===== config.mk =====
export PLATFORM = sky130hd
export DESIGN_NAME = csi_record_unpacker
export DESIGN_NICKNAME = d
export VERILOG_FILES = /design/src/sv/csi_pkg.sv /design/src/sv/csi_fifo.sv /design/src/sv/csi_front.sv /design/src/sv/csi_back.sv /design/src/sv/csi_record_unpacker.sv
export SDC_FILE = /design/constraint.sdc
export NUM_CORES = 1
export LEC_CHECK = 0
export ABC_AREA = 1
export ABC_CLOCK_PERIOD_IN_PS = 11600
export BUFFER_PORTS_ARGS = -buffer_cell sky130_fd_sc_hd__buf_2
export CORE_MARGIN = 2
export CORE_UTILIZATION = 50
export CTS_BUF_LIST = sky130_fd_sc_hd__clkbuf_16
export DETAILED_ROUTE_END_ITERATION = 7
export PLACE_DENSITY = 0.72
export SLEW_MARGIN = 20
export SYNTH_ARGS = -nofsm -noshare
export SYNTH_HDL_FRONTEND = slang
export SYNTH_SLANG_ARGS = --single-unit

===== constraint.sdc =====
create_clock -name clock -period 11.6 [get_ports clock]
set_input_delay 0.58 -clock clock [delete_from_list [all_inputs] [get_ports clock]]
set_output_delay 0.58 -clock clock [all_outputs]
set_load 0.01 [all_outputs]

===== src/sv/csi_pkg.sv =====
package csi_pkg;

   localparam int SUBCARRIERS_DEF = 30;
   localparam int MAX_PAIRS = 9;
   localparam int PAYLOAD_OFFSET = 21;
   localparam int PAIR_FIELD_W = $clog2(MAX_PAIRS + 1);

   localparam logic [3:0] KIND_TIMESTAMP = 4'd0;
   localparam logic [3:0] KIND_COUNT     = 4'd1;
   localparam logic [3:0] KIND_NRX       = 4'd2;
   localparam logic [3:0] KIND_NTX       = 4'd3;
   localparam logic [3:0] KIND_RSSI_A    = 4'd4;
   localparam logic [3:0] KIND_RSSI_B    = 4'd5;
   localparam logic [3:0] KIND_RSSI_C    = 4'd6;
   localparam logic [3:0] KIND_NOISE     = 4'd7;
   localparam logic [3:0] KIND_CSI       = 4'd8;

   typedef struct packed {
      logic [7:0] data_byte;
      logic       record_start;
   } req_type;

   typedef struct packed {
      logic [3:0]        kind;
      logic [31:0]       header_value;
      logic [4:0]        subcarrier;
      logic [3:0]        antenna_pair;
      logic signed [7:0] real_part;
      logic signed [7:0] imag_part;
      logic              last_entry;
   } rsp_type;

   // front to back: either a finished header field or one payload byte
   typedef struct packed {
      logic                    payload;
      logic                    first;
      logic [7:0]              data_byte;
      logic [PAIR_FIELD_W-1:0] pairs;
      logic [3:0]              kind;
      logic [31:0]             header_value;
   } item_type;

endpackage


===== src/sv/csi_fifo.sv =====
module csi_fifo #(
   parameter int WIDTH = 8
) (
   input  logic             clock,
   input  logic             reset,
   input  logic             push,
   input  logic [WIDTH-1:0] push_data,
   output logic             full,
   input  logic             pop,
   output logic [WIDTH-1:0] pop_data,
   output logic             empty
);

   logic [WIDTH-1:0] head_ff, head_in;
   logic [WIDTH-1:0] tail_ff, tail_in;
   logic [1:0]       count_ff, count_in;
   logic             do_push, do_pop;

   assign full     = (count_ff == 2'd2);
   assign empty    = (count_ff == 2'd0);
   assign pop_data = head_ff;
   assign do_push  = push && !full;
   assign do_pop   = pop && !empty;

   always_comb begin
      head_in  = head_ff;
      tail_in  = tail_ff;
      count_in = count_ff;
      if (do_push && !do_pop) begin
         if (count_ff == 2'd0) begin
            head_in = push_data;
         end else begin
            tail_in = push_data;
         end
         count_in = count_ff + 2'd1;
      end else if (do_pop && !do_push) begin
         head_in  = tail_ff;
         count_in = count_ff - 2'd1;
      end else if (do_pop && do_push) begin
         if (count_ff == 2'd1) begin
            head_in = push_data;
         end else begin
            head_in = tail_ff;
            tail_in = push_data;
         end
      end
   end

   always_ff @(posedge clock) begin
      if (reset) begin
         count_ff <= 2'd0;
      end else begin
         count_ff <= count_in;
      end
      head_ff <= head_in;
      tail_ff <= tail_in;
   end

endmodule


===== src/sv/csi_front.sv =====
module csi_front (
   input  logic               clock,
   input  logic               reset,
   input  logic               accept,
   input  csi_pkg::req_type   req_data,
   output logic               item_valid,
   output csi_pkg::item_type  item
);

   localparam int PW = csi_pkg::PAIR_FIELD_W;
   localparam logic [9:0] POS_MAX     = 10'd1023;
   localparam logic [9:0] POS_PAYLOAD = 10'(csi_pkg::PAYLOAD_OFFSET);
   localparam logic [9:0] POS_TS_0    = 10'd1;
   localparam logic [9:0] POS_TS_1    = 10'd2;
   localparam logic [9:0] POS_TS_2    = 10'd3;
   localparam logic [9:0] POS_TS_3    = 10'd4;
   localparam logic [9:0] POS_CNT_0   = 10'd5;
   localparam logic [9:0] POS_CNT_1   = 10'd6;
   localparam logic [9:0] POS_NRX     = 10'd9;
   localparam logic [9:0] POS_NTX     = 10'd10;
   localparam logic [9:0] POS_RSSI_A  = 10'd11;
   localparam logic [9:0] POS_RSSI_B  = 10'd12;
   localparam logic [9:0] POS_RSSI_C  = 10'd13;
   localparam logic [9:0] POS_NOISE   = 10'd14;

   logic          active_ff, active_in;
   logic [9:0]    pos_ff, pos_in;
   logic [23:0]   acc_ff, acc_in;
   logic [7:0]    rx_ff, rx_in;
   logic [PW-1:0] pairs_ff, pairs_in;
   logic [9:0]    pos_inc;
   logic [15:0]   prod;
   logic [PW-1:0] pairs_clamp;
   logic [7:0]    b;

   assign b = req_data.data_byte;

   always_comb begin
      pos_inc     = (pos_ff == POS_MAX) ? POS_MAX : pos_ff + 10'd1;
      prod        = 16'(rx_ff) * 16'(b);
      pairs_clamp = (prod > 16'(csi_pkg::MAX_PAIRS)) ? PW'(csi_pkg::MAX_PAIRS) : PW'(prod);

      active_in  = active_ff;
      pos_in     = pos_ff;
      acc_in     = acc_ff;
      rx_in      = rx_ff;
      pairs_in   = pairs_ff;
      item_valid = 1'b0;
      item       = '0;

      if (accept) begin
         if (req_data.record_start) begin
            active_in = 1'b1;
            pos_in    = '0;
            acc_in    = '0;
            rx_in     = '0;
            pairs_in  = '0;
         end else if (active_ff) begin
            pos_in = pos_inc;
            if (pos_inc >= POS_PAYLOAD) begin
               item_valid     = 1'b1;
               item.payload   = 1'b1;
               item.first     = (pos_inc == POS_PAYLOAD);
               item.data_byte = b;
               item.pairs     = pairs_ff;
            end else begin
               unique case (pos_inc)
                  POS_TS_0: begin
                     acc_in = {16'b0, b};
                  end
                  POS_TS_1: begin
                     acc_in[15:8] = b;
                  end
                  POS_TS_2: begin
                     acc_in[23:16] = b;
                  end
                  POS_TS_3: begin
                     item_valid        = 1'b1;
                     item.kind         = csi_pkg::KIND_TIMESTAMP;
                     item.header_value = {b, acc_ff};
                  end
                  POS_CNT_0: begin
                     acc_in = {16'b0, b};
                  end
                  POS_CNT_1: begin
                     item_valid        = 1'b1;
                     item.kind         = csi_pkg::KIND_COUNT;
                     item.header_value = {16'b0, b, acc_ff[7:0]};
                  end
                  POS_NRX: begin
                     rx_in             = b;
                     item_valid        = 1'b1;
                     item.kind         = csi_pkg::KIND_NRX;
                     item.header_value = {24'b0, b};
                  end
                  POS_NTX: begin
                     pairs_in          = pairs_clamp;
                     item_valid        = 1'b1;
                     item.kind         = csi_pkg::KIND_NTX;
                     item.header_value = {24'b0, b};
                  end
                  POS_RSSI_A: begin
                     item_valid        = 1'b1;
                     item.kind         = csi_pkg::KIND_RSSI_A;
                     item.header_value = {24'b0, b};
                  end
                  POS_RSSI_B: begin
                     item_valid        = 1'b1;
                     item.kind         = csi_pkg::KIND_RSSI_B;
                     item.header_value = {24'b0, b};
                  end
                  POS_RSSI_C: begin
                     item_valid        = 1'b1;
                     item.kind         = csi_pkg::KIND_RSSI_C;
                     item.header_value = {24'b0, b};
                  end
                  POS_NOISE: begin
                     item_valid        = 1'b1;
                     item.kind         = csi_pkg::KIND_NOISE;
                     item.header_value = {24'b0, b};
                  end
                  default: begin
                  end
               endcase
            end
         end
      end
   end

   always_ff @(posedge clock) begin
      if (reset) begin
         active_ff <= 1'b0;
         pos_ff    <= '0;
         acc_ff    <= '0;
         rx_ff     <= '0;
         pairs_ff  <= '0;
      end else begin
         active_ff <= active_in;
         pos_ff    <= pos_in;
         acc_ff    <= acc_in;
         rx_ff     <= rx_in;
         pairs_ff  <= pairs_in;
      end
   end

endmodule


===== src/sv/csi_back.sv =====
module csi_back #(
   parameter int SUBCARRIERS = csi_pkg::SUBCARRIERS_DEF
) (
   input  logic               clock,
   input  logic               reset,
   input  logic               item_valid,
   input  csi_pkg::item_type  item,
   output logic               item_pop,
   input  logic               out_full,
   output logic               rsp_valid,
   output csi_pkg::rsp_type   rsp
);

   localparam int PW   = csi_pkg::PAIR_FIELD_W;
   localparam int SC_W = $clog2(SUBCARRIERS + 1);

   logic [23:0]     win_ff, win_in;
   logic [4:0]      held_ff, held_in;
   logic [SC_W-1:0] sc_ff, sc_in;
   logic [PW-1:0]   pc_ff, pc_in;
   logic            skip_ff, skip_in;
   logic            done_ff, done_in;

   logic [23:0]     win_base, win_add, win_skip;
   logic [4:0]      held_base, held_add, held_skip;
   logic [SC_W-1:0] sc_base, sc_next;
   logic [PW-1:0]   pc_base, pc_next;
   logic            skip_base, done_base, emit, last;

   assign item_pop = item_valid && !out_full;

   always_comb begin
      win_base  = item.first ? '0 : win_ff;
      held_base = item.first ? '0 : held_ff;
      sc_base   = item.first ? '0 : sc_ff;
      pc_base   = item.first ? '0 : pc_ff;
      skip_base = item.first ? 1'b1 : skip_ff;
      done_base = item.first ? 1'b0 : done_ff;

      win_add   = win_base | (24'(item.data_byte) << held_base);
      held_add  = held_base + 5'd8;
      win_skip  = skip_base ? (win_add >> 3) : win_add;
      held_skip = skip_base ? (held_add - 5'd3) : held_add;
      emit      = (held_skip >= 5'd16);
      pc_next   = pc_base + PW'(1);
      sc_next   = sc_base + SC_W'(1);
      last      = (sc_next >= SC_W'(SUBCARRIERS)) && (pc_next >= item.pairs);

      win_in    = win_ff;
      held_in   = held_ff;
      sc_in     = sc_ff;
      pc_in     = pc_ff;
      skip_in   = skip_ff;
      done_in   = done_ff;
      rsp_valid = 1'b0;
      rsp       = '0;

      if (item_pop) begin
         if (!item.payload) begin
            rsp_valid        = 1'b1;
            rsp.kind         = item.kind;
            rsp.header_value = item.header_value;
         end else begin
            win_in  = win_base;
            held_in = held_base;
            sc_in   = sc_base;
            pc_in   = pc_base;
            skip_in = skip_base;
            done_in = done_base;
            if (!done_base) begin
               if (item.pairs == '0) begin
                  done_in = 1'b1;
               end else begin
                  win_in  = win_skip;
                  held_in = held_skip;
                  skip_in = 1'b0;
                  if (emit) begin
                     rsp_valid        = 1'b1;
                     rsp.kind         = csi_pkg::KIND_CSI;
                     rsp.subcarrier   = 5'(sc_base);
                     rsp.antenna_pair = 4'(pc_base);
                     rsp.real_part    = win_skip[7:0];
                     rsp.imag_part    = win_skip[15:8];
                     rsp.last_entry   = last;
                     win_in           = win_skip >> 16;
                     held_in          = held_skip - 5'd16;
                     if (pc_next >= item.pairs) begin
                        pc_in   = '0;
                        sc_in   = sc_next;
                        skip_in = 1'b1;
                     end else begin
                        pc_in = pc_next;
                     end
                     if (last) begin
                        done_in = 1'b1;
                     end
                  end
               end
            end
         end
      end
   end

   always_ff @(posedge clock) begin
      if (reset) begin
         win_ff  <= '0;
         held_ff <= '0;
         sc_ff   <= '0;
         pc_ff   <= '0;
         skip_ff <= 1'b1;
         done_ff <= 1'b1;
      end else begin
         win_ff  <= win_in;
         held_ff <= held_in;
         sc_ff   <= sc_in;
         pc_ff   <= pc_in;
         skip_ff <= skip_in;
         done_ff <= done_in;
      end
   end

endmodule


===== src/sv/csi_record_unpacker.sv =====
// A byte accepted at a rising edge has its result (if any) registered in the
// classify queue and then in the result queue before it reaches the result ports.
// Throughput: one byte per cycle, set by the one-byte-per-cycle bit unpacker;
// input stalls only when the classify queue fills behind a full result queue.
// Reset (synchronous, active high) empties both queues and leaves the parser
// idle until a byte flagged as record start arrives.
module csi_record_unpacker #(
   parameter int SUBCARRIERS = csi_pkg::SUBCARRIERS_DEF
) (
   input  logic              clock,
   input  logic              reset,
   input  logic              push,
   output logic              full,
   input  csi_pkg::req_type  req_data,
   output logic              empty,
   input  logic              pop,
   output csi_pkg::rsp_type  rsp_data
);

   localparam int ITEM_W = $bits(csi_pkg::item_type);
   localparam int RSP_W  = $bits(csi_pkg::rsp_type);

   logic              accept;
   logic              front_valid;
   csi_pkg::item_type front_item;
   logic              mid_full, mid_empty, mid_pop;
   logic [ITEM_W-1:0] mid_data;
   csi_pkg::item_type back_item;
   logic              out_full, back_valid;
   csi_pkg::rsp_type  back_rsp;
   logic [RSP_W-1:0]  out_data;

   assign full      = mid_full;
   assign accept    = push && !mid_full;
   assign back_item = csi_pkg::item_type'(mid_data);
   assign rsp_data  = csi_pkg::rsp_type'(out_data);

   csi_front u_front (
      .clock      (clock),
      .reset      (reset),
      .accept     (accept),
      .req_data   (req_data),
      .item_valid (front_valid),
      .item       (front_item)
   );

   csi_fifo #(.WIDTH(ITEM_W)) u_mid_fifo (
      .clock     (clock),
      .reset     (reset),
      .push      (front_valid),
      .push_data (front_item),
      .full      (mid_full),
      .pop       (mid_pop),
      .pop_data  (mid_data),
      .empty     (mid_empty)
   );

   csi_back #(.SUBCARRIERS(SUBCARRIERS)) u_back (
      .clock      (clock),
      .reset      (reset),
      .item_valid (!mid_empty),
      .item       (back_item),
      .item_pop   (mid_pop),
      .out_full   (out_full),
      .rsp_valid  (back_valid),
      .rsp        (back_rsp)
   );

   csi_fifo #(.WIDTH(RSP_W)) u_out_fifo (
      .clock     (clock),
      .reset     (reset),
      .push      (back_valid),
      .push_data (back_rsp),
      .full      (out_full),
      .pop       (pop),
      .pop_data  (out_data),
      .empty     (empty)
   );

endmodule


; ---- Word level (Yosys, flattened, before mapping)
; Index checks and enable logic that the tools add are counted.
[op_classes]
shifts = 1
addsub = 10
mux = 98
bitwise_logic = 1
magnitude_cmp = 5
reduce_logical = 50
eq_ne = 27
mul = 1
[ops]
columns = cell, n
row1 = $mux W62, 11
row2 = $mux W50, 13
row3 = $pmux W35 S8, 1
row4 = $mux W24, 8
row5 = $mux W26, 4
row6 = $eq A10 B4 Y1 const B, 6
row7 = $mux W4, 14
row8 = $mux W5, 10
row9 = $mux W8, 5
row10 = $mux W36, 1
row11 = $mux W32, 1
row12 = $pmux W8 S2, 2
row13 = $eq A10 B3 Y1 const B, 3
row14 = $mux W10, 3
row15 = $reduce_and A4 Y1, 7
row16 = $or A24 B24 Y24, 1
row17 = $shl A8 B5 Y24, 1
row18 = $eq A10 B2 Y1 const B, 2
row19 = $mux W1, 20
row20 = $gt A16 B4 Y1 const B, 1
row21 = $mul A8 B8 Y16, 1
row22 = $reduce_bool A2 Y1, 8
row23 = $mux W14, 1
row24 = $logic_and A1 B1 Y1, 13
row25 = other kinds (26), 56
[totals]
regBits = 315
out_inout_bits = 64

; ---- Longest topological paths before layout
; Gate-level depths: netlist of run 1.
[depth]
ltp_word = 15
ltp_mapped = 27

; ---- Cells and area by module
; A second synthesis of run 1 with hierarchy kept.
[hier_totals]
hier_cells = 2231
area_unflattened_um2 = 18519.0
[modules_own_cells]
columns = mod, area_per_inst_um2, instances, cells_per_inst, seq_area_each_um2
row1 = csi_front, 5594.1, 1, 889, 940.9
row2 = csi_fifo at u_out_fifo, 4951.0, 1, 357, 3763.6
row3 = csi_fifo at u_mid_fifo, 4172.8, 1, 295, 3042.9
row4 = csi_back, 3787.4, 1, 687, 800.8
row5 = csi_record_unpacker, 13.8, 1, 3, 0.0

; ---- Least setup slack after synthesis of run 1
; No wires, ideal clock.
[synth_path]
kind = register to register
startpoint = register u_mid_fifo.head_ff[48] (netlist: u_mid_fifo.pop_data[48])
endpoint = register u_out_fifo.tail_ff[0] (enable)
setup_time_ns = 0.575
period_less_slack_ns = 7.487
n_path_buf = 1
t_required_ns = 11.025
arrival_ns = 6.913
stages_incl_launch_ff = 16
path_slack_ns = 4.113
cell_sequence = edfxtp_1 > buf_4 > inv_4 > nand2_1 > clkinv_1 > ha_1 > nor2_1 > nand4_1 > nand2_1 > inv_2 > nand2_2 > nor2_4 > o21ai_0 > inv_1 > ha_1 > a211oi_1
[synth_via]
elab_chain_len = 15
[synth_rtl]
columns = item, line
row1 = from (decl), csi_fifo.sv:14  ; logic [WIDTH-1:0] head_ff, head_in;
row2 = from (signal assigned), csi_fifo.sv:55  ; head_ff <= head_in;
row3 = $mux W5, csi_back.sv:34  ; held_base = item.first ? '0 : held_ff;
row4 = $add A5 B4 Y5, csi_back.sv:41  ; held_add = held_base + 5'd8;
row5 = $sub A5 B2 Y5, csi_back.sv:43  ; held_skip = skip_base ? (held_add - 5'd3) : held_add;
row6 = $mux W5, csi_back.sv:43
row7 = $ge A5 B5 Y1, csi_back.sv:44  ; emit = (held_skip >= 5'd16);
row8 = $mux W1, csi_back.sv:77  ; if (emit) begin
row9 = $mux W1, csi_back.sv:71  ; if (item.pairs == '0) begin
row10 = $mux W1 (*), csi_back.sv:70  ; if (!done_base) begin
row11 = $mux W1 (*), csi_back.sv:59  ; if (!item.payload) begin
row12 = $mux W1 (*), csi_back.sv:58  ; if (item_pop) begin
row13 = $logic_and A1 B1 Y1 (*), csi_fifo.sv:22  ; assign do_push = push && !full;
row14 = $logic_not A1 Y1, csi_fifo.sv:36  ; end else if (do_pop && !do_push) begin
row15 = $logic_and A1 B1 Y1, csi_fifo.sv:36
row16 = $ne A2 B1 Y1 (no line), -
row17 = $reduce_and A4 Y1 (no line) (*), -
row18 = to (signal assigned), csi_fifo.sv:56  ; tail_ff <= tail_in;
row19 = to (decl), csi_fifo.sv:15  ; logic [WIDTH-1:0] tail_ff, tail_in;
; Mark *: on every way between the ends. The rest lies on a longest branch, timed or not.
; A chain may end at the register's enable or synchronous reset.

; ---- Worst setup path in the final report of run 1
[layout_path]
startpoint = register u_mid_fifo.head_ff[48] (netlist: u_mid_fifo.pop_data[48])
endpoint = register u_out_fifo.tail_ff[50] (enable)
; The elaborated chain is that of the path after synthesis.

==> impl_metrics.py, run 1 <==
metrics = {
    "sta": {
        "grt_setup_unrepaired": "no",
        "fin_setup_tns_ps": 0,
        "setup_viol": 0,
        "fin_ws_ps": 6210,
        "period_share": 0.465,
        "clock_skew_ps": 26.2,
        "slew_headroom": 0.295,
        "slew_viol_final": 0,
        "final-hold-violation-count": 0,
        "min_period_ps": 5390,
        "timing.fmax_mhz": 186,
        "tightest_slew_ps": 1050,
    },
    "worst_setup_path": {
        "cp_max_fo": 62,
        "r2r_start": "u_mid_fifo.pop_data[48]",
        "reg2reg_slack_ps": 6210,
        "reg2reg_depth": 15,
        "r2r-end": "u_out_fifo.tail_ff[50]",
        "cp.arrival_ps": 5540,
        "worstSetupPathType": "reg -> reg",
        "required_ps": 11750,
        "crit_path_end_kind": "flop",
        "startpoint_type": "flop",
    },
    "global_route": {
        "use_met2": 0.344,
        "antenna_found_initial": 0,
        "grt_util_met1": 0.325,
        "track_usage": 0.222,
        "grt_pass1_vias": 12950,
        "grt_pass1_wl_mm": 65.4,
        "grt_overflow": 0,
        "grt_max_degree": 66,
        "grtUsageMet3": 0.0347,
        "grt_busiest_layer": "met2",
    },
    "synth": {
        "yosysUniqueCellTypes": 50,
        "synth_area_per_cell_um2": 8.18,
        "ys.flop_type": "edfxtp_1",
        "ys_seq_area_frac": 0.491,
        "ys_seq_elements": 313,
        "synth.net_count": 2215,
        "async_flop_share": 0,
        "synth_warnings": 0,
        "syn_area_mm2": 0.0173,
        "netlist_instances": 2111,
        "synth_edf_count": 222,
    },
    "layout": {
        "drive_gt1_frac": 0.0848,
        "area_growth_pct": 10.2,
        "finalNonFillerCells": 2625,
        "fin_nets": 2248,
        "antenna_cells": 0,
    },
    "placement": {
        "portBuffers": 76,
        "dpl.cell_count": 2563,
        "pre_cts_ws_ps": 6270,
        "place_congestion": 0.952,
        "hpwl_mm": 27.1,
    },
    "power_and_ir_drop": {
        "clock_power_share": 0.253,
        "p_leak_nw": 8.63,
        "internal_power_mw": 2.51,
        "switching_share": 0.372,
        "power_switching_mw": 1.49,
        "p_per_area_mw_per_mm2": 210,
        "pwr-share-comb": 0.324,
        "pwr-share-seq": 0.423,
        "peakVddDrop_mv": 0.184,
    },
    "cts": {
        "hold_buffers": 0,
        "cts_tree": "yes",
        "path_clk_slew_ps": 60,
        "cts_root_buf": "clkbuf_16",
        "clock-sinks": 313,
        "htree_levels": 2,
        "numCtsBuffers": 34,
        "cts-resized-gates": 0,
        "clock_latency_ps": 530,
        "post_cts_buffers": 0,
        "cts.path.max_buffers": 3,
    },
    "floorplan": {
        "die-area_mm2": 0.0361,
        "die_height_um": 190,
        "ios": 77,
        "start_util": 0.504,
        "core_area_mm2": 0.0343,
        "num_rows": 68,
        "dieWidth_um": 190,
    },
    "routing": {
        "drtIter0Drc": 1235,
        "avgRoutedWirePerCell_um": 15.2,
        "vias_per_cell": 5.28,
        "drt-pass1-iter-count": 8,
        "num_vias": 13859,
        "route.detailed.drc": 0,
        "detail-route-antenna-nets": 0,
        "wirelength_mm": 39.8,
    },
    "hold_path": {
        "hold_start": "push",
        "holdPathEnd": "u_front.active_ff",
        "whs_path_depth": 5,
        "min_path_type": "in -> reg",
    },
    "status": {
        "run_status": "finished clean",
    },
    "job": {
        "drv_cap": 0,
    },
}
-- cell families after synthesis --
| kind of cell | Yosys count | share of synthesized area |
|---|---|---|
| buffers and inverters | 357 | 0.0796 |
| AOI/OAI and AO/OA | 277 | 0.0871 |
| xor gates and xnor gates | 18 | 0.00956 |
| DFF | 313 | 0.491 |
| and+or+nand+nor | 1054 | 0.250 |
| adders and majority gates | 91 | 0.0815 |
| muxes | 1 | 0.000652 |
-- worst max-delay path by stage --
stage	from	endpoint	cells after the start
detailed placement	u_mid_fifo.pop_data[48]	u_out_fifo.tail_ff[56]	15
finish	u_mid_fifo.pop_data[48]	u_out_fifo.tail_ff[50]	15
global route	u_mid_fifo.pop_data[48]	u_out_fifo.tail_ff[53]	15
global placement	u_mid_fifo.pop_data[48]	u_out_fifo.tail_ff[56]	15
CTS	u_mid_fifo.pop_data[48]	u_out_fifo.tail_ff[53]	15
floorplan	u_mid_fifo.pop_data[48]	u_out_fifo.tail_ff[0]	15
-- placed cells by master, fill, tap and decap left out, drive strengths merged, types with 2 or more instances in the layout --
cell	synthesis	layout
nand2	638	638
inv	263	272
nor2	266	266
edfxtp	222	222
a21oi	136	136
o21ai	95	95
nand3	92	92
dfxtp	91	91
buf	20	87
ha	55	55
fa	36	36
clkbuf	70	36
nand4	29	29
clkinv	4	19
nor3	14	14
a22oi	9	9
xnor2	9	9
xor2	9	9
a31oi	7	7
o211ai	6	6
o221ai	6	6
a211oi	5	5
nand3b	5	5
o21a	4	4
nor4	3	3
and2	2	2
o31ai	2	2
o2111ai	2	2
nor3b	2	2
or2	2	2
clkinvlp	0	2
-- state kept, by name, indices dropped and copies added, names as in the netlist, 2 cells and up --
register	cells
u_out_fifo.count_ff	2
u_front.rx_ff	8
u_out_fifo.tail_ff	62
u_back.held_ff	5
u_front.pairs_ff	4
u_out_fifo.pop_data	62
u_front.acc_ff	24
u_mid_fifo.count_ff	2
u_mid_fifo.pop_data	49
u_back.pc_ff	4
u_back.sc_ff	5
u_back.win_ff	24
u_front.pos_ff	10
u_mid_fifo.tail_ff	49
-- per-layer routing --
layer,vias up,share of wire,routed length (um)
met4,0,0.020,800
met3,67,0.078,3100
met1,6405,0.46,18200
met5,-,0,0
li1,6892,-,-
met2,495,0.45,17700
-- power by group through the flow --
stage | Sequential (mW) | Combinational, mW | Clock (mW)
global placement | 1.71 | 1.26 | 0
global route | 1.72 | 1.46 | 1.07
CTS | 1.70 | 1.30 | 1.03
detailed placement | 1.72 | 1.29 | 0
finish | 1.69 | 1.30 | 1.01
floorplan | 1.77 | 0.870 | 0
-- critical path: stages, from the launching register on --
cell	delay [ps]
edfxtp_1	880
inv_4	310
nand2_1	420
clkinv_1	310
ha_1	300
nor2_1	130
nand4_1	100
nand2_1	180
inv_2	100
nand2_2	160
nor2_4	60
o21ai_0	670
inv_1	110
ha_1	310
a211oi_4	260
buf_4	670
-- area by class of cell --
class | count | area, um2
clock inverters | 26 | 151
repair buffers | 87 | 463
well taps | 455 | 569
multi-input cells | 1441 | 7470
inverters | 267 | 1000
clock buffers | 36 | 901
fillers | 3109 | 15200
flip-flops and latches | 313 | 8490
-- stage by stage --
| stage | util | hold WS, ps | total power, mW | area [um2] |
|---|---|---|---|---|
| after floorplan | - | 444 | 2.64 | 17300 |
| after global placement | 0.524 | 453 | 2.97 | 18000 |
| after detailed placement | 0.525 | 462 | 3.00 | 18000 |
| after CTS | 0.555 | 439 | 4.02 | 19000 |
| after global routing | 0.555 | 481 | 4.25 | 19000 |
| final | 0.555 | 455 | 4.01 | 19000 |
-- cell usage after synthesis, drive strengths merged (5+ instances only) --
cell type / number / share of area
nand2: 638 / 0.14
nor2: 266 / 0.061
inv: 263 / 0.057
edfxtp: 222 / 0.39
a21oi: 136 / 0.039
o21ai: 95 / 0.028
nand3: 92 / 0.028
dfxtp: 91 / 0.11
clkbuf: 70 / 0.015
ha: 55 / 0.040
fa: 36 / 0.042
nand4: 29 / 0.011
buf: 20 / 0.0062
nor3: 14 / 0.0041
a22oi: 9 / 0.0039
xnor2: 9 / 0.0046
xor2: 9 / 0.0050
a31oi: 7 / 0.0025
o211ai: 6 / 0.0026
o221ai: 6 / 0.0030
a211oi: 5 / 0.0022
nand3b: 5 / 0.0029
No activity file was read; power rests on OpenSTA's default activity.
==> run 2, diff against run 1 <==
Settings changed: ABC_CLOCK_PERIOD_IN_PS 11600 to 5650.
Clock period 11.6 ns to 5.65 ns, I/O delays scaled along.
==> impl_metrics.py, run 2 (synthesis gave the netlist of run 1 again) <==
metrics = {
    "sta": {
        "final-hold-violation-count": 0,
        "min_period_ps": 4780,
        "clock_skew_ps": 13.8,
        "grt_setup_unrepaired": "no",
        "slew_viol_final": 0,
        "fin_setup_tns_ps": 0,
        "period_share": 0.847,
        "slew_headroom": 0.248,
        "tightest_slew_ps": 1130,
        "setup_viol": 0,
        "timing.fmax_mhz": 209,
    },
    "floorplan": {
        "start_util": 0.504,
        "num_rows": 68,
        "die_height_um": 190,
        "ios": 77,
        "dieWidth_um": 190,
        "core_area_mm2": 0.0343,
        "die-area_mm2": 0.0361,
    },
    "cts": {
        "cts.path.max_buffers": 3,
        "post_cts_buffers": 0,
        "path_clk_slew_ps": 60,
        "cts-resized-gates": 0,
        "cts_root_buf": "clkbuf_16",
        "htree_levels": 2,
        "clock-sinks": 313,
        "numCtsBuffers": 34,
        "hold_buffers": 0,
        "cts_tree": "yes",
        "clock_latency_ps": 520,
    },
    "worst_setup_path": {
        "required_ps": 6080,
        "worstSetupPathType": "reg -> reg",
        "cp_max_fo": 9,
        "startpoint_type": "flop",
        "crit_path_end_kind": "flop",
        "cp.arrival_ps": 5210,
    },
    "layout": {
        "finalNonFillerCells": 2627,
        "multi_input_area_mm2": 0.00746,
        "antenna_cells": 0,
        "nFillCells": 3047,
        "layout_commonest_cell": "nand2_1",
        "area_growth_pct": 10.7,
        "drive_gt1_frac": 0.0861,
        "fin_nets": 2253,
        "final_cell_mix": "629 x nand2_1, 256 x inv_1, 254 x nor2_1, 222 x edfxtp_1, 135 x a21oi_1",
        "design_area_mm2": 0.0191,
        "regArea_mm2": 0.00849,
    },
    "global_route": {
        "track_usage": 0.227,
        "grt_pass1_vias": 13312,
        "grt_pass1_wl_mm": 67.2,
        "grt_overflow": 0,
        "grt_max_degree": 66,
        "antenna_found_initial": 1,
    },
    "routing": {
        "drt-pass1-iter-count": 5,
        "vias_per_cell": 5.30,
        "detail-route-antenna-nets": 0,
        "route.detailed.drc": 0,
        "num_vias": 13911,
        "wirelength_mm": 40.1,
        "avgRoutedWirePerCell_um": 15.2,
        "drtIter0Drc": 1032,
    },
    "job": {
        "drv_cap": 0,
    },
    "placement": {
        "place_congestion": 0.891,
        "dpl.cell_count": 2568,
        "hpwl_mm": 28.1,
        "placed_area_mm2": 0.0180,
        "portBuffers": 76,
    },
    "hold_path": {
        "min_path_type": "in -> reg",
    },
    "status": {
        "run_status": "finished clean",
    },
    "power_and_ir_drop": {
        "p_per_area_mw_per_mm2": 435,
        "p_leak_nw": 8.66,
        "peakVddDrop_mv": 0.386,
    },
}
[run 2: cell count changes in the layout (fill, tap and decap cells not counted), sizes merged]
cell and delta:
buf +5, bufinv +2, clkbuf -1, clkinv -2
inv -2
[run 2: final timing paths]
kind / startpoint / to / slack (ps) / cells after the start
max: u_front.rx_ff[1] / u_front.pairs_ff[1] / 870 / 24
min: push / u_front.active_ff / 140 / 5
max reg2reg: u_front.rx_ff[1] / u_front.pairs_ff[1] / 870 / 24
min reg2reg: u_front.acc_ff[21] / u_front.acc_ff[21] / 470 / 2
[run 2: area by class of cell]
cell class | instances | area share
clock buffers | 35 | 0.0458
well taps | 455 | 0.0298
inverters | 267 | 0.0525
repair buffers | 92 | 0.0275
flip-flops and latches | 313 | 0.444
clock inverters | 24 | 0.0105
multi-input cells | 1441 | 0.390
[run 2: power by group]
part | internal, mW | switching (mW) | leakage [nW]
Combinational | 0.756 | 1.98 | 5.34
Sequential | 3.27 | 0.178 | 2.78
Clock | 1.23 | 0.920 | 0.546
[run 2: critical path, stage by stage (launching register included)]
cell and delay [ps]:
dfxtp_1 500, nand2_1 150, fa_1 510, fa_1 570, inv_1 70, fa_1 550, inv_1 60, fa_1 540
inv_1 40, ha_1 340, nand2_1 70, nand2_1 60, inv_1 50, nor2_1 110, nor2_1 50, nand2_1 100
nand3_1 100, nand2_1 80, nand2_1 50, nand2_1 50, nand2_1 50, nor2_1 200, nor2b_1 220, nand2_1 70
a21oi_1 120
[run 2: metal layers]
metal / global-route usage / vias up / part of all wire
met2: 0.351 / 489 / 0.44
met1: 0.334 / 6445 / 0.46
met3: 0.0384 / 66 / 0.077
met5: 0 / - / 0.00032
met4: 0.0569 / 2 / 0.018
li1: - / 6909 / -
[run 2: through the flow]
| step | hold slack [ps] | util | setup WS, ps | power, mW |
|---|---|---|---|---|
| detailed placement | 455 | 0.526 | 874 | 6.22 |
| finish | 136 | 0.558 | 865 | 8.33 |
| global placement | 453 | 0.526 | 1000 | 6.14 |
| CTS | 127 | 0.558 | 861 | 8.36 |
| global route | 172 | 0.558 | 566 | 8.86 |
| floorplan | 444 | - | 242 | 5.39 |
